## src/design/sync_length_xor_frame_parser_assert.svh

```systemverilog
`ifndef SYNC_LENGTH_XOR_FRAME_PARSER_ASSERT_SVH
`define SYNC_LENGTH_XOR_FRAME_PARSER_ASSERT_SVH

// same-cycle implication, checked outside reset
`define SLXFP_ASSERT_NOW(name, clk, rst_n, ante, cons, msg) \
    name: assert property (@(posedge clk) disable iff (!rst_n) (ante) |-> (cons)) \
        else $error(msg);

// next-cycle implication, checked outside reset
`define SLXFP_ASSERT_NEXT(name, clk, rst_n, ante, cons, msg) \
    name: assert property (@(posedge clk) disable iff (!rst_n) (ante) |=> (cons)) \
        else $error(msg);

`endif

```

## src/design/slxfp_pkg.sv

```systemverilog
package slxfp_pkg;

    localparam int MAX_PAYLOAD_DEF = 16;
    localparam int STORE_DEPTH     = 16;
    localparam int QUEUE_DEPTH     = 2;

    localparam int StoreAw = $clog2(STORE_DEPTH);
    localparam int CountW  = $clog2(STORE_DEPTH + 1);

    localparam logic [7:0] SYNC_FIRST  = 8'h06;
    localparam logic [7:0] SYNC_SECOND = 8'h85;

    localparam logic [1:0] STATUS_OK      = 2'd0;
    localparam logic [1:0] STATUS_CHK_ERR = 2'd1;
    localparam logic [1:0] STATUS_LEN_ERR = 2'd2;

    typedef struct packed {
        logic [1:0]        status;
        logic [7:0]        command;
        logic [CountW-1:0] count;
    } t_frame_desc;

    typedef struct packed {
        logic               en;
        logic [StoreAw-1:0] addr;
        logic [7:0]         data;
    } t_store_wr;

    typedef struct packed {
        logic q_full;
        logic pending;
    } t_drain_status;

endpackage

```

## src/design/slxfp_front.sv

```systemverilog
module slxfp_front #(
    parameter int MAX_PAYLOAD = slxfp_pkg::MAX_PAYLOAD_DEF
) (
    input  logic                      i_clk,
    input  logic                      i_rst_n,
    input  logic                      i_rx_valid,
    output logic                      o_rx_ready,
    input  logic [7:0]                i_rx_byte,
    input  slxfp_pkg::t_drain_status  i_drain,
    output logic                      o_push,
    output slxfp_pkg::t_frame_desc    o_desc,
    output slxfp_pkg::t_store_wr      o_wr
);

    localparam int Capacity = (MAX_PAYLOAD < 1) ? 1 :
        ((MAX_PAYLOAD > slxfp_pkg::STORE_DEPTH) ? slxfp_pkg::STORE_DEPTH : MAX_PAYLOAD);
    localparam int CountW = slxfp_pkg::CountW;

    localparam logic [2:0] PH_SYNC1 = 3'd0;
    localparam logic [2:0] PH_SYNC2 = 3'd1;
    localparam logic [2:0] PH_LEN   = 3'd2;
    localparam logic [2:0] PH_CMD   = 3'd3;
    localparam logic [2:0] PH_DATA  = 3'd4;
    localparam logic [2:0] PH_CHECK = 3'd5;

    logic [2:0]        r_phase, n_phase;
    logic [7:0]        r_len, n_len;
    logic [CountW-1:0] r_seen, n_seen;
    logic [7:0]        r_check, n_check;
    logic [7:0]        r_cmd, n_cmd;
    logic              accept;
    logic [CountW-1:0] seen_inc;
    logic [7:0]        len_m1;

    always_comb begin
        unique case (r_phase)
            PH_DATA:          o_rx_ready = !i_drain.pending;
            PH_LEN, PH_CHECK: o_rx_ready = !i_drain.q_full;
            default:          o_rx_ready = 1'b1;
        endcase
    end

    assign accept   = i_rx_valid && o_rx_ready;
    assign seen_inc = r_seen + CountW'(1);
    assign len_m1   = r_len - 8'd1;

    always_comb begin
        n_phase = r_phase;
        n_len   = r_len;
        n_seen  = r_seen;
        n_check = r_check;
        n_cmd   = r_cmd;
        o_push  = 1'b0;
        o_desc  = '{status: slxfp_pkg::STATUS_OK, command: r_cmd, count: len_m1[CountW-1:0]};
        o_wr    = '{en: 1'b0, addr: r_seen[slxfp_pkg::StoreAw-1:0], data: i_rx_byte};
        if (accept) begin
            unique case (r_phase)
                PH_SYNC2: begin
                    if (i_rx_byte == slxfp_pkg::SYNC_SECOND) begin
                        n_phase = PH_LEN;
                    end else if (i_rx_byte == slxfp_pkg::SYNC_FIRST) begin
                        n_phase = PH_SYNC2;
                    end else begin
                        n_phase = PH_SYNC1;
                    end
                end
                PH_LEN: begin
                    if (i_rx_byte == 8'd0) begin
                        n_phase = PH_SYNC1;
                    end else if ({1'b0, i_rx_byte} > 9'(Capacity + 1)) begin
                        n_phase = PH_SYNC1;
                        o_push  = 1'b1;
                        o_desc  = '{status: slxfp_pkg::STATUS_LEN_ERR, command: 8'd0,
                                    count: '0};
                    end else begin
                        n_len   = i_rx_byte;
                        n_check = i_rx_byte;
                        n_seen  = '0;
                        n_phase = PH_CMD;
                    end
                end
                PH_CMD: begin
                    n_cmd   = i_rx_byte;
                    n_check = r_check ^ i_rx_byte;
                    n_phase = (r_len > 8'd1) ? PH_DATA : PH_CHECK;
                end
                PH_DATA: begin
                    o_wr.en = 1'b1;
                    n_check = r_check ^ i_rx_byte;
                    n_seen  = seen_inc;
                    if ({3'b000, seen_inc} >= len_m1) begin
                        n_phase = PH_CHECK;
                    end
                end
                PH_CHECK: begin
                    n_phase = PH_SYNC1;
                    o_push  = 1'b1;
                    if (i_rx_byte != r_check) begin
                        o_desc.status = slxfp_pkg::STATUS_CHK_ERR;
                    end
                end
                default: begin
                    n_phase = (i_rx_byte == slxfp_pkg::SYNC_FIRST) ? PH_SYNC2 : PH_SYNC1;
                end
            endcase
        end
    end

    always_ff @(posedge i_clk) begin
        if (!i_rst_n) begin
            r_phase <= PH_SYNC1;
            r_len   <= '0;
            r_seen  <= '0;
            r_check <= '0;
            r_cmd   <= '0;
        end else begin
            r_phase <= n_phase;
            r_len   <= n_len;
            r_seen  <= n_seen;
            r_check <= n_check;
            r_cmd   <= n_cmd;
        end
    end

endmodule

```

## src/design/slxfp_queue.sv

```systemverilog
module slxfp_queue #(
    parameter int DEPTH = slxfp_pkg::QUEUE_DEPTH
) (
    input  logic                   i_clk,
    input  logic                   i_rst_n,
    input  logic                   i_push,
    input  slxfp_pkg::t_frame_desc i_desc,
    input  logic                   i_pop,
    output logic                   o_full,
    output logic                   o_empty,
    output slxfp_pkg::t_frame_desc o_desc
);

    localparam int PtrW = (DEPTH > 1) ? $clog2(DEPTH) : 1;
    localparam int CntW = $clog2(DEPTH + 1);

    slxfp_pkg::t_frame_desc r_slot [DEPTH];
    logic [PtrW-1:0] r_wr_ptr, r_rd_ptr;
    logic [CntW-1:0] r_cnt;
    logic            do_push, do_pop;

    assign o_full  = (r_cnt == CntW'(DEPTH));
    assign o_empty = (r_cnt == '0);
    assign o_desc  = r_slot[r_rd_ptr];
    assign do_push = i_push && !o_full;
    assign do_pop  = i_pop && !o_empty;

    always_ff @(posedge i_clk) begin
        if (do_push) begin
            r_slot[r_wr_ptr] <= i_desc;
        end
    end

    always_ff @(posedge i_clk) begin
        if (!i_rst_n) begin
            r_wr_ptr <= '0;
            r_rd_ptr <= '0;
            r_cnt    <= '0;
        end else begin
            if (do_push) begin
                r_wr_ptr <= (r_wr_ptr == PtrW'(DEPTH - 1)) ? '0 : r_wr_ptr + PtrW'(1);
            end
            if (do_pop) begin
                r_rd_ptr <= (r_rd_ptr == PtrW'(DEPTH - 1)) ? '0 : r_rd_ptr + PtrW'(1);
            end
            r_cnt <= r_cnt + CntW'(do_push) - CntW'(do_pop);
        end
    end

endmodule

```

## src/design/slxfp_back.sv

```systemverilog
`include "sync_length_xor_frame_parser_assert.svh"

module slxfp_back (
    input  logic                   i_clk,
    input  logic                   i_rst_n,
    input  slxfp_pkg::t_store_wr   i_wr,
    input  logic                   i_q_empty,
    input  slxfp_pkg::t_frame_desc i_desc,
    output logic                   o_pop,
    output logic                   o_busy,
    output logic                   o_res_valid,
    input  logic                   i_res_ready,
    output logic [7:0]             o_command_code,
    output logic [7:0]             o_payload_byte,
    output logic [3:0]             o_payload_index,
    output logic                   o_has_payload,
    output logic                   o_last_of_frame,
    output logic [1:0]             o_frame_status
);

    localparam int StoreAw = slxfp_pkg::StoreAw;
    localparam int CountW  = slxfp_pkg::CountW;

    localparam logic [1:0] ST_IDLE   = 2'd0;
    localparam logic [1:0] ST_SINGLE = 2'd1;
    localparam logic [1:0] ST_READ   = 2'd2;
    localparam logic [1:0] ST_SEND   = 2'd3;

    logic [7:0]             r_store [slxfp_pkg::STORE_DEPTH];
    logic [7:0]             r_rd_data;
    logic [1:0]             r_state, n_state;
    logic [StoreAw-1:0]     r_idx, n_idx;
    slxfp_pkg::t_frame_desc r_desc, n_desc;
    logic                   r_out_valid, n_out_valid;
    logic [7:0]             r_cmd, n_cmd;
    logic [7:0]             r_byte, n_byte;
    logic [3:0]             r_index, n_index;
    logic                   r_has, n_has;
    logic                   r_last, n_last;
    logic [1:0]             r_status, n_status;
    logic                   out_free;
    logic                   is_last;

    always_ff @(posedge i_clk) begin
        if (i_wr.en) begin
            r_store[i_wr.addr] <= i_wr.data;
        end
        r_rd_data <= r_store[r_idx];
    end

    assign out_free = !r_out_valid || i_res_ready;
    assign is_last  = ({1'b0, r_idx} + CountW'(1)) == r_desc.count;
    assign o_pop    = (r_state == ST_IDLE) && !i_q_empty;
    assign o_busy   = (r_state != ST_IDLE);

    always_comb begin
        n_state     = r_state;
        n_idx       = r_idx;
        n_desc      = r_desc;
        n_out_valid = r_out_valid && !i_res_ready;
        n_cmd       = r_cmd;
        n_byte      = r_byte;
        n_index     = r_index;
        n_has       = r_has;
        n_last      = r_last;
        n_status    = r_status;
        unique case (r_state)
            ST_IDLE: begin
                if (!i_q_empty) begin
                    n_desc = i_desc;
                    n_idx  = '0;
                    if (i_desc.status == slxfp_pkg::STATUS_OK && i_desc.count != '0) begin
                        n_state = ST_READ;
                    end else begin
                        n_state = ST_SINGLE;
                    end
                end
            end
            ST_SINGLE: begin
                if (out_free) begin
                    n_out_valid = 1'b1;
                    n_cmd       = r_desc.command;
                    n_byte      = 8'd0;
                    n_index     = 4'd0;
                    n_has       = 1'b0;
                    n_last      = 1'b1;
                    n_status    = r_desc.status;
                    n_state     = ST_IDLE;
                end
            end
            ST_READ: begin
                n_state = ST_SEND;
            end
            ST_SEND: begin
                if (out_free) begin
                    n_out_valid = 1'b1;
                    n_cmd       = r_desc.command;
                    n_byte      = r_rd_data;
                    n_index     = 4'(r_idx);
                    n_has       = 1'b1;
                    n_last      = is_last;
                    n_status    = slxfp_pkg::STATUS_OK;
                    if (is_last) begin
                        n_state = ST_IDLE;
                    end else begin
                        n_idx   = r_idx + StoreAw'(1);
                        n_state = ST_READ;
                    end
                end
            end
            default: begin
                n_state = ST_IDLE;
            end
        endcase
    end

    always_ff @(posedge i_clk) begin
        if (!i_rst_n) begin
            r_state     <= ST_IDLE;
            r_idx       <= '0;
            r_out_valid <= 1'b0;
        end else begin
            r_state     <= n_state;
            r_idx       <= n_idx;
            r_out_valid <= n_out_valid;
        end
        r_desc   <= n_desc;
        r_cmd    <= n_cmd;
        r_byte   <= n_byte;
        r_index  <= n_index;
        r_has    <= n_has;
        r_last   <= n_last;
        r_status <= n_status;
    end

    assign o_res_valid     = r_out_valid;
    assign o_command_code  = r_cmd;
    assign o_payload_byte  = r_byte;
    assign o_payload_index = r_index;
    assign o_has_payload   = r_has;
    assign o_last_of_frame = r_last;
    assign o_frame_status  = r_status;

    `SLXFP_ASSERT_NOW(a_no_write_while_draining, i_clk, i_rst_n,
        i_wr.en, r_state == ST_IDLE && i_q_empty, "payload store written during drain")
    `SLXFP_ASSERT_NOW(a_index_in_frame, i_clk, i_rst_n,
        r_state == ST_SEND, ({1'b0, r_idx} < r_desc.count), "drain index beyond frame length")
    `SLXFP_ASSERT_NOW(a_payload_only_ok, i_clk, i_rst_n,
        r_out_valid && r_has, r_status == slxfp_pkg::STATUS_OK, "payload on error result")
    `SLXFP_ASSERT_NEXT(a_last_ends_drain, i_clk, i_rst_n,
        r_state == ST_SEND && out_free && is_last, r_state == ST_IDLE,
        "drain continues past last byte")

endmodule

```

## src/design/sync_length_xor_frame_parser.sv

```systemverilog
// sync, length and xor-checksum frame parser
// input channel: one received byte per request on i_rx_valid / o_rx_ready
// the parser hunts for 0x06 0x85, takes a length, a command, the payload and
// an xor checksum seeded with the length
// output channel: one result per request on o_res_valid / i_res_ready; a good
// frame gives one result per payload byte (or one for a command-only frame),
// a bad checksum or an over-long length gives a single error result
// header bytes go at one per cycle, except that a length or closing byte waits
// while the frame queue is full; a good frame drains one payload byte at a time,
// each fetched from the payload store by a registered read; after the closing
// byte, a single result passes the queue, drain state and output register
// payload bytes of the next frame wait while an earlier frame is queued or
// draining; header bytes still go in, and a two-entry frame queue sits
// between the parser and the drain
// when the receiver stalls the output register holds and the queue fills,
// then the parser stops taking length and closing bytes
// reset clears the hunt state, the queue and the output register at once
module sync_length_xor_frame_parser #(
    parameter int MAX_PAYLOAD = slxfp_pkg::MAX_PAYLOAD_DEF,
    parameter int QUEUE_DEPTH = slxfp_pkg::QUEUE_DEPTH
) (
    input  logic       i_clk,
    input  logic       i_rst_n,
    input  logic       i_rx_valid,
    output logic       o_rx_ready,
    input  logic [7:0] i_rx_byte,
    output logic       o_res_valid,
    input  logic       i_res_ready,
    output logic [7:0] o_command_code,
    output logic [7:0] o_payload_byte,
    output logic [3:0] o_payload_index,
    output logic       o_has_payload,
    output logic       o_last_of_frame,
    output logic [1:0] o_frame_status
);

    slxfp_pkg::t_drain_status drain;
    slxfp_pkg::t_frame_desc   push_desc;
    slxfp_pkg::t_frame_desc   head_desc;
    slxfp_pkg::t_store_wr     store_wr;
    logic                     push;
    logic                     pop;
    logic                     q_full;
    logic                     q_empty;
    logic                     back_busy;

    assign drain = '{q_full: q_full, pending: !q_empty || back_busy};

    slxfp_front #(
        .MAX_PAYLOAD (MAX_PAYLOAD)
    ) u_front (
        .i_clk      (i_clk),
        .i_rst_n    (i_rst_n),
        .i_rx_valid (i_rx_valid),
        .o_rx_ready (o_rx_ready),
        .i_rx_byte  (i_rx_byte),
        .i_drain    (drain),
        .o_push     (push),
        .o_desc     (push_desc),
        .o_wr       (store_wr)
    );

    slxfp_queue #(
        .DEPTH (QUEUE_DEPTH)
    ) u_queue (
        .i_clk   (i_clk),
        .i_rst_n (i_rst_n),
        .i_push  (push),
        .i_desc  (push_desc),
        .i_pop   (pop),
        .o_full  (q_full),
        .o_empty (q_empty),
        .o_desc  (head_desc)
    );

    slxfp_back u_back (
        .i_clk           (i_clk),
        .i_rst_n         (i_rst_n),
        .i_wr            (store_wr),
        .i_q_empty       (q_empty),
        .i_desc          (head_desc),
        .o_pop           (pop),
        .o_busy          (back_busy),
        .o_res_valid     (o_res_valid),
        .i_res_ready     (i_res_ready),
        .o_command_code  (o_command_code),
        .o_payload_byte  (o_payload_byte),
        .o_payload_index (o_payload_index),
        .o_has_payload   (o_has_payload),
        .o_last_of_frame (o_last_of_frame),
        .o_frame_status  (o_frame_status)
    );

endmodule

```

## config.mk

```make
export PLATFORM = sky130hd
export DESIGN_NAME = sync_length_xor_frame_parser
export DESIGN_NICKNAME = d
export VERILOG_FILES = /design/src/design/slxfp_pkg.sv /design/src/design/slxfp_front.sv /design/src/design/slxfp_queue.sv /design/src/design/slxfp_back.sv /design/src/design/sync_length_xor_frame_parser.sv
export VERILOG_INCLUDE_DIRS = /design/src /design/src/design
export SDC_FILE = /design/constraint.sdc
export NUM_CORES = 1
export LEC_CHECK = 0
export BUFFER_PORTS_ARGS = -buffer_cell sky130_fd_sc_hd__buf_4
export CAP_MARGIN = 25
export CORE_ASPECT_RATIO = 1.2
export CORE_UTILIZATION = 50
export DETAILED_ROUTE_END_ITERATION = 10
export HOLD_SLACK_MARGIN = 0.03
export MAX_ROUTING_LAYER = met4
export PLACE_DENSITY = 0.7
export SYNTH_ARGS = -nofsm -noshare
export SYNTH_HDL_FRONTEND = slang
export SYNTH_SLANG_ARGS = --single-unit
```

## constraint.sdc

```tcl
create_clock -name i_clk -period 3.1 [get_ports i_clk]
set_input_delay 0.155 -clock i_clk [delete_from_list [all_inputs] [get_ports i_clk]]
set_output_delay 0.155 -clock i_clk [all_outputs]
set_load 0.1 [all_outputs]
```

### Word-level counts from Yosys, hierarchy flattened

Memories as Yosys holds them, arrays and structs flattened. A register that Yosys moved wholly into a read port is not among the register bits.
Index checks and enable logic that the tools add are counted.

* word-level logic and storage cells: 152
* bits in registers: 82
* latch bits: 0
* ROM bits: 0
* bits of input ports: 12
* memories kept: 2
* output and inout port bits: 26
* memory bits (writable): 158

* bitwise logic cells: 4
* eq/ne operators: 20
* multiply operators: 0
* order comparisons: 3
* add/subtract/negate cells: 8
* reductions and logical operators: 36
* shift operators: 0
* multiplexer cells: 59
* div/mod/pow operators: 0

Memory list
* u_back.r_store: depth 16, width 8, rd ports 1, clocked after memory_dff 1, wr ports 1, line slxfp_back.sv:29 `logic [7:0] r_store [slxfp_pkg::STORE_DEPTH];`
* u_queue.r_slot: depth 2, width 15, rd ports 1, clocked after memory_dff 1, wr ports 1, line slxfp_queue.sv:17 `slxfp_pkg::t_frame_desc r_slot [DEPTH];`

Operators with widths (count)
* $mux W15: 3
* $mux W8: 4
* $pmux W8 S2: 2
* $mux W1: 21
* $mux W4: 5
* $pmux W4 S2: 2
* $reduce_and A4 Y1: 4
* $pmux W3 S5: 1
* $mux W2: 7
* $mux W13: 1
* $mux W5: 2
* $pmux W5 S2: 1
* $reduce_bool A2 Y1: 5
* $mux W3: 3
* $eq A8 B3 Y1 const B: 1
* $eq A8 B8 Y1 const B: 1
* $ge A5 B8 Y1: 1
* $gt A8 B1 Y1 const B: 1
* $gt A8 B5 Y1 const B: 1
* $logic_not A8 Y1: 1
* $ne A2 B2 Y1 const B: 4
* $ne A8 B8 Y1: 1
* $pmux W1 S2: 4
* $pmux W2 S2: 2
* 25 further kinds: 52

### Depth between registers and ports, before layout

Gate-level depths: netlist of run 1.

* depth in word-level cells: 10
* gate-level depth with buffers: 10
* mapped depth without buffers: 10

### Cells and area by module

Synthesis of run 1 repeated with hierarchy kept, for this count alone.

* cell total of the unflattened synthesis: 651
* area total of the unflattened synthesis: 10233.6 um^2

Modules (own cells, without submodules)
* slxfp_back: instances 1, cells an instance 326, area an instance 6802.8 um^2, seq. area each 5315.1 um^2
* slxfp_front: instances 1, cells an instance 250, area an instance 2052.0 um^2, seq. area each 640.6 um^2
* slxfp_queue: instances 1, cells an instance 74, area an instance 1372.6 um^2, seq. area each 1001.0 um^2
* sync_length_xor_frame_parser: instances 1, cells an instance 1, area an instance 6.3 um^2, seq. area each 0.0 um^2

### Worst setup path after synthesis of run 1

Ideal clock, no wire load.

* path type: reg2reg
* from: reg u_back.r_state[0]
* to: reg u_queue.r_cnt[1]
* data required time: 2972 ps
* buffers on the path: 1
* setup time: 128 ps
* arrival time: 2697 ps
* setup slack: 275 ps
* stages on the path, launching flop included: 9
* clock period less this slack: 2825 ps
* cell sequence: dfxtp_1 > clkbuf_1 > nor3_1 > ha_1 > inv_1 > ha_1 > xor2_1 > xnor2_1 > nor2_1

* elaborated cells between the ends (all ways): 12
* classes of those cells: 2 x add/sub; 2 x mux; 8 x reduce/logical

RTL lines
* start, declared: line slxfp_back.sv:31 `logic [1:0] r_state, n_state;`
* start signal, assigned: line slxfp_back.sv:123 `r_state <= n_state;`
* $logic_not A2 Y1: line slxfp_back.sv:53 `assign o_pop = (r_state == ST_IDLE) && !i_q_empty;`
* $logic_and A1 B1 Y1: line slxfp_back.sv:53
* via pop: line sync_length_xor_frame_parser.sv:42 `logic pop;`
* $logic_and A1 B1 Y1: line slxfp_queue.sv:26 `assign do_pop = i_pop && !o_empty;`
* $sub A2 B1 Y2: line slxfp_queue.sv:46 `r_cnt <= r_cnt + CntW'(do_push) - CntW'(do_pop);`
* end signal, assigned: line slxfp_queue.sv:46
* end, declared: line slxfp_queue.sv:19 `logic [CntW-1:0] r_cnt;`

The timed path passes the listed nets, and every way through them passes these cells.
A chain may end at the register's enable or synchronous reset.

### Final worst setup path of run 1

* from: reg u_back.r_state[1]
* to: mem u_queue.r_slot[1][7] (netlist bit) (enable)

* longest elaborated chain between the ends: 9

Ends and longest elaborated chain
* $reduce_bool A2 Y1: line slxfp_back.sv:54 `assign o_busy = (r_state != ST_IDLE);`
* $logic_or A1 B1 Y1: line sync_length_xor_frame_parser.sv:47 `assign drain = '{q_full: q_full, pending: !q_empty || back_busy};`
* $logic_not A1 Y1: line slxfp_front.sv:37 `PH_DATA: o_rx_ready = !i_drain.pending;`
* $pmux W1 S2: line slxfp_front.sv:36 `unique case (r_phase)`
* $logic_and A1 B1 Y1: line slxfp_front.sv:43 `assign accept = i_rx_valid && o_rx_ready;`
* $mux W1: line slxfp_front.sv:56 `if (accept) begin`
* $logic_and A1 B1 Y1: line slxfp_queue.sv:25 `assign do_push = i_push && !o_full;`
* $mux W1: line slxfp_queue.sv:29 `if (do_push) begin`
* $mux W1 (implied by the code): line slxfp_queue.sv:30 `r_slot[r_wr_ptr] <= i_desc;`
* end, declared: line slxfp_queue.sv:17

Every way passes these cells.

==> results.sh, run 1 <==
export IMPL_hold_ws_ns=0.05468
export IMPL_vias_per_cell=5.752
export IMPL_core_area_um2=20180
export IMPL_use_met3_pct=2.770
export IMPL_path_cells="or3_1 -> a32o_1 -> a211oi_1 -> and2_1"
export IMPL_max_freq_ghz=0.3707
export IMPL_grt_max_degree=37
export IMPL_critical_path_slowest_cell="and2_1"
export IMPL_final_common_cell="edfxtp_1"
export IMPL_synth_top_family_by_area="multiplexers"
export IMPL_crit_path_end="u_queue.r_slot[1][7]"
export IMPL_yosys_warnings=0
export IMPL_num_rows=57
export IMPL_yosys_register_bits=249
export IMPL_synth_net_count=702
export IMPL_drtIter0Drc=440
export IMPL_r2r_cells=4
export IMPL_remaining_drc_errors=0
export IMPL_htree_num_levels=1
export IMPL_drv_slew=0
export IMPL_grt_overflow=0
export IMPL_cp_arrival_ns=2.83
export IMPL_fin_nets=745
export IMPL_crit_fanout=19
export IMPL_place_congestion=0.8183
export IMPL_wl_per_cell_um=19.88
export IMPL_clkTransAtPathRegs_ns=0.06
export IMPL_antenna_cells=0
export IMPL_met1_usage_pct=25.56
export IMPL_cts_root_buf="clkbuf_16"
export IMPL_boundaryPins=38
export IMPL_antenna_found_initial=0
export IMPL_seq_area_frac_synth_pct=67.58
export IMPL_crit_family="simple AND/OR/NAND/NOR gates"
export IMPL_startpoint="u_back.r_state[1]"
export IMPL_fp_dieArea_um2=21170
export IMPL_numPortBuffers=37
export IMPL_drt_first_pass_iters=5
export IMPL_clock_sinks=249
export IMPL_syn_area_per_cell_um2=15.23
export IMPL_leakagePower_uw=0.003890
export IMPL_worstPathRequired_ns=3.23
export IMPL_final_cell_mix="edfxtp_1, buf_4, dfxtp_1, nand2_1, mux4_2"
export IMPL_synth_area_leader_cell="edfxtp_1"
export IMPL_vias=5758
export IMPL_synth_mux_area_share_pct=10.67
export IMPL_final_antenna_net_count=0
export IMPL_crit_cells=4
export IMPL_synth_compound_area_share_pct=5.859
export IMPL_hold_path_class="in -> reg"
export IMPL_die_y_um=159.2
export IMPL_async_flop_share_pct=0
export IMPL_relSlewSlack_pct=44.89
export IMPL_grt_pass1_vias=5855
export IMPL_cp_num_buf_inv=0
export IMPL_met2_usage_pct=33.70
export IMPL_synth_top_flop_cell="edfxtp_1"
export IMPL_worst_setup_path_end_kind="flop"
export IMPL_powerDensity_nw_per_um2=702.6
export IMPL_rsz0062_at_grt="false"
export IMPL_synthAdderAreaFrac_pct=1.702
export IMPL_synthTopCellsByArea="edfxtp_1, dfxtp_1, mux4_2"
export IMPL_design_area_um2=11600
export IMPL_dp_hpwl_mm=12.96
export IMPL_r2r_slack_ns=0.40
export IMPL_synth_simple_area_share_pct=9.675
export IMPL_cts_resized=0
export IMPL_max_stage_delay_ns=0.64
export IMPL_area_growth_pct=12.65
export IMPL_worstMarginPinSlew_ns=0.8255
export IMPL_dpl_cell_area_um2=10870
export IMPL_timing_rr_start="u_back.r_state[1]"
export IMPL_clock_path_buffers=3
export IMPL_power_uw=8148
export IMPL_wl_mm=19.90
export IMPL_syn_inst=676
export IMPL_ir_drop_mv=0.4891
export IMPL_hold_viol_final=0
export IMPL_ys_types=61
export IMPL_period_needed_ns=2.697
export IMPL_numCtsBuffers=23
export IMPL_clk_latency_ns=0.51
export IMPL_cp_start_kind="flop"
export IMPL_post_route_cells_drive_above_1_share_pct=21.20
export IMPL_start_util_pct=51.00
export IMPL_cts_tree="done"
export IMPL_fin_skew_ns=0.01307
export IMPL_setup_tns_ns=0
export IMPL_cap_viol_max_count=0
export IMPL_outcome="complete, no violations"
export IMPL_yosys_area_top_type_share_pct=57.47
export IMPL_synth_edf_count=197
export IMPL_syn_area_um2=10290
export IMPL_synth_xor_area_share_pct=1.957
export IMPL_worst_r2r_endpoint="u_queue.r_slot[1][7]"
export IMPL_fin_crit_sh_pct=87.01
export IMPL_grt_busiest_layer="met2"
export IMPL_crit_type="reg -> reg"
export IMPL_grt_usage_pct=20.00
export IMPL_fp_dieW_um=133.0
export IMPL_grt_pass1_wl_mm=31.59
export IMPL_setup_violations=0
[power breakdown]
part | switching, µW | leakage (µW) | total (µW) | internal, µW
combinational | 1140 | 0.00134 | 1500 | 361
sequential | 115 | 0.00221 | 4010 | 3890
clock | 1140 | 0.000340 | 2640 | 1500
[per-layer routing]
metal	vias to the layer above	wire, µm
li1	2664	-
met1	2893	8410
met2	172	10080
met3	29	1080
met4	0	327
met5	-	0
[sequential cells by signal, indices dropped and copies added, names as in the netlist, named ones only]
signal                  count
u_front.r_phase             3
u_front.r_len               8
u_queue.r_cnt               2
u_back.r_store            128
u_front.r_seen              5
u_front.r_check             8
u_back.o_frame_status       2
u_back.r_desc              15
u_queue.r_slot             30
u_back.o_has_payload        1
u_back.r_state              2
u_back.o_payload_byte       8
u_back.r_rd_data            8
u_back.o_last_of_frame      1
u_back.o_command_code       8
u_back.o_res_valid          1
u_queue.r_wr_ptr            1
u_queue.r_rd_ptr            1
u_back.o_payload_index      4
u_front.r_cmd               8
u_back.r_idx                4
[final cells by class]
class                      count  area (µm²)
fill                        1522        8587
clock buffer                  37       678.2
clock inverter                 5       32.53
inverter                      19       71.32
sequential                   249        6958
timing repair buffer          57       445.4
tap                          265       331.6
multi-input combinational    369        3079
[stage by stage]
stage	utilization (%)	setup slack (ns)	std cells
floorplan	-	0.2752	676
global placement	53.83	0.4855	957
detailed placement	53.83	0.4333	957
CTS	57.45	0.3995	1001
global route	57.45	0.2446	1001
finish	57.45	0.4026	1001
[cell families (layout without fill, tap and decap cells)]
group	Yosys count	after routing
xor+xnor	23	23
flops	249	249
simple gates	187	187
buf+inv	58	118
compound gates	87	87
fa+ha+maj	14	14
mux	58	58
[Yosys cell counts (3+ instances only)]
cell       count
edfxtp_1     197
dfxtp_1       52
nand2_1       46
mux4_2        40
nor2_1        30
a21oi_1       27
and3_1        23
o21ai_0       22
xnor2_1       21
clkbuf_1      19
inv_1         18
nor2b_1       17
nor3_1        17
ha_1          14
mux2_2        14
buf_2         12
nand3_1       12
nand2b_1       9
a2111oi_1      6
and2_1         6
o211ai_1       5
a32o_1         4
mux2i_1        4
nor4_1         4
buf_1          3
buf_6          3
nand4_1        3
o2111ai_1      3
[worst min path at each step]
| stage | from | end | cells past startpoint |
|---|---|---|---|
| after CTS | i_rx_byte[7] | u_back.r_store[3][7] | 1 |
| after global placement | u_back.r_desc[9] | u_back.o_command_code[4] | 0 |
| after global routing | i_rx_byte[7] | u_back.r_store[4][7] | 1 |
| final | i_rx_byte[2] | u_back.r_store[7][2] | 1 |
| after detailed placement | u_back.r_desc[5] | u_back.o_command_code[0] | 0 |
| after floorplan | i_rx_byte[0] | u_back.r_store[0][0] | 0 |
[repair_timing]
action,4_1_cts,5_1_grt
hold endpoints to repair,4,0
buffers inserted,0,0
hold buffers,2,0
No activity file was read; power rests on OpenSTA's default activity.
==> run 2, diff against run 1 <==
--- a/config.mk
+++ b/config.mk
@@ -13,7 +13,7 @@
 export DETAILED_ROUTE_END_ITERATION = 10
 export HOLD_SLACK_MARGIN = 0.03
 export MAX_ROUTING_LAYER = met4
-export PLACE_DENSITY = 0.7
+export PLACE_DENSITY_LB_ADDON = 0.12
 export SYNTH_ARGS = -nofsm -noshare
 export SYNTH_HDL_FRONTEND = slang
 export SYNTH_SLANG_ARGS = --single-unit
==> results.sh, run 2 (synthesis gave the netlist of run 1 again) <==
export IMPL_hold_viol_final=0
export IMPL_fp_dieW_um=133.0
export IMPL_regMostFlops="u_back.r_store"
export IMPL_critical_path_slowest_cell="and2_1"
export IMPL_dp_hpwl_mm=13.26
export IMPL_final_common_cell="edfxtp_1"
export IMPL_crit_type="reg -> reg"
export IMPL_wl_mm=20.79
export IMPL_r2r_cells=4
export IMPL_fin_crit_sh_pct=86.67
export IMPL_top_regs="u_back.r_store (128), u_queue.r_slot (30), u_back.r_desc (15)"
export IMPL_final_setup_worst_slack_ns=0.4133
export IMPL_die_y_um=159.2
export IMPL_htree_num_levels=1
export IMPL_grt_overflow=0
export IMPL_nFillCells=1546
export IMPL_clk_latency_ns=0.52
export IMPL_p_seq_share_pct=45.1
export IMPL_numPortBuffers=37
export IMPL_powerDensity_nw_per_um2=752.9
export IMPL_multi_input_area_um2=3079
export IMPL_final_cell_mix="edfxtp_1, buf_4, dfxtp_1, nand2_1, mux4_2"
export IMPL_vias_per_cell=5.793
export IMPL_worst_setup_path_end_kind="flop"
export IMPL_cts_tree="done"
export IMPL_setup_violations=0
export IMPL_drt_first_pass_iters=5
export IMPL_num_rows=57
export IMPL_cts_resized=0
export IMPL_grt_usage_pct=20.87
export IMPL_numCtsBuffers=26
export IMPL_seq_area_um2=6958
export IMPL_grt_pass1_wl_mm=32.57
export IMPL_vias=5839
export IMPL_p_comb_share_pct=16.3
export IMPL_antenna_cells=0
export IMPL_hold_path_class="in -> reg"
export IMPL_relSlewSlack_pct=40.68
export IMPL_post_route_cells_drive_above_1_share_pct=22.34
export IMPL_antenna_found_initial=0
export IMPL_holdPathStages=3
export IMPL_cp_arrival_ns=2.83
export IMPL_setup_tns_ns=0
export IMPL_grt_pass1_vias=5766
export IMPL_wl_per_cell_um=20.62
export IMPL_period_needed_ns=2.687
export IMPL_boundaryPins=38
export IMPL_worstPathRequired_ns=3.24
export IMPL_worstMarginPinSlew_ns=0.8865
export IMPL_drtIter0Drc=377
export IMPL_place_congestion=0.8044
export IMPL_switchingPower_uw=2494
export IMPL_fp_dieArea_um2=21170
export IMPL_ir_drop_mv=0.5775
export IMPL_dp_worst_setup_slack_ns=0.4123
export IMPL_outcome="complete, no violations"
export IMPL_swShare_pct=27.90
export IMPL_max_freq_ghz=0.3722
export IMPL_grt_max_degree=37
export IMPL_rsz0062_at_grt="false"
export IMPL_start_util_pct=51.00
export IMPL_clkPwrFrac_pct=38.5
export IMPL_final_antenna_net_count=0
export IMPL_clock_sinks=249
export IMPL_crit_fanout=21
export IMPL_clock_path_buffers=3
export IMPL_largest_reg_flops=128
export IMPL_fin_nets=749
export IMPL_cap_viol_max_count=0
export IMPL_area_growth_pct=15.34
export IMPL_remaining_drc_errors=0
export IMPL_cts_root_buf="clkbuf_16"
export IMPL_max_stage_delay_ns=0.64
export IMPL_core_area_um2=20180
export IMPL_drv_slew=0
export IMPL_internal_power_uw=6445
export IMPL_path_cells="or3_1 -> a32o_1 -> a211oi_1 -> and2_1"
export IMPL_clkTransAtPathRegs_ns=0.06
export IMPL_cp_start_kind="flop"
export IMPL_leakagePower_uw=0.004019
export IMPL_fin_skew_ns=0.01674
## run 2: changes by cell type in the layout (fill, tap and decap cells not counted)
cell	delta
clkinvlp_4	+1
buf_4	-1
clkbuf_16	+3
bufinv_16	+7
dlygate4sd3_1	+2
clkbuf_1	-5
clkinv_2	+2
inv_6	-1
clkbuf_8	-2
clkinv_8	+1
## run 2: path summary, 6_finish.rpt
path / start / endpoint / slack [ns]
max reg2reg: u_back.r_state[0] / u_queue.r_slot[1][0] / 0.41
min reg2reg: u_back.r_desc[11] / u_back.o_command_code[6] / 0.42
min: i_rx_byte[1] / u_front.r_cmd[1] / 0.05
max: u_back.r_state[0] / u_queue.r_slot[1][0] / 0.41
## run 2: area by class of cell
class / instances / area share (%)
multi-input combinational: 369 / 25.94
inverter: 19 / 0.6007
sequential: 249 / 58.60
clock buffer: 33 / 5.954
tap: 265 / 2.793
clock inverter: 15 / 2.255
timing repair buffer: 58 / 3.857
## run 2: power by group through the flow
stage / Sequential [µW] / Clock [µW] / Combinational [µW]
floorplan: 4660 / 0 / 557
global placement: 4090 / 0 / 1450
detailed placement: 4100 / 0 / 1460
CTS: 4030 / 3510 / 1470
global route: 4060 / 3640 / 1550
finish: 4030 / 3440 / 1460
## run 2: routing by layer
| metal | routed length, µm | track usage, % | up-vias |
|---|---|---|---|
| met5 | 0 | - | - |
| met1 | 8947 | 27.91 | 2955 |
| met3 | 1144 | 3.025 | 27 |
| met4 | 345 | 5.747 | 0 |
| li1 | - | - | 2682 |
| met2 | 10350 | 33.53 | 175 |
## run 2: worst max-delay path: cells and delay by family (launching register included)
| family | cells | cell delay, ns |
|---|---|---|
| AO/OA/AOI/OAI | 2 | 0.70 |
| flip-flops | 1 | 0.50 |
| AND/OR/NAND/NOR | 2 | 1.12 |
## run 2: what timing repair did
| item | 4_1_cts | 5_1_grt |
|---|---|---|
| buffers inserted | 0 | 0 |
| hold endpoints to repair | 30 | 0 |
| hold buffers | 4 | 0 |
## run 2: metrics by stage
stage               power, µW  utilization (%)  area [µm²]  hold slack (ns)  instances
finish                   8939            58.82       11870          0.04691       1008
global route             9249            58.82       11870          0.04029       1008
CTS                      9017            58.82       11870          0.03297       1008
detailed placement       5568            53.80       10860           0.4045        956
global placement         5545            53.80       10860           0.4064        956
floorplan                5220                -       10290           0.2539        676
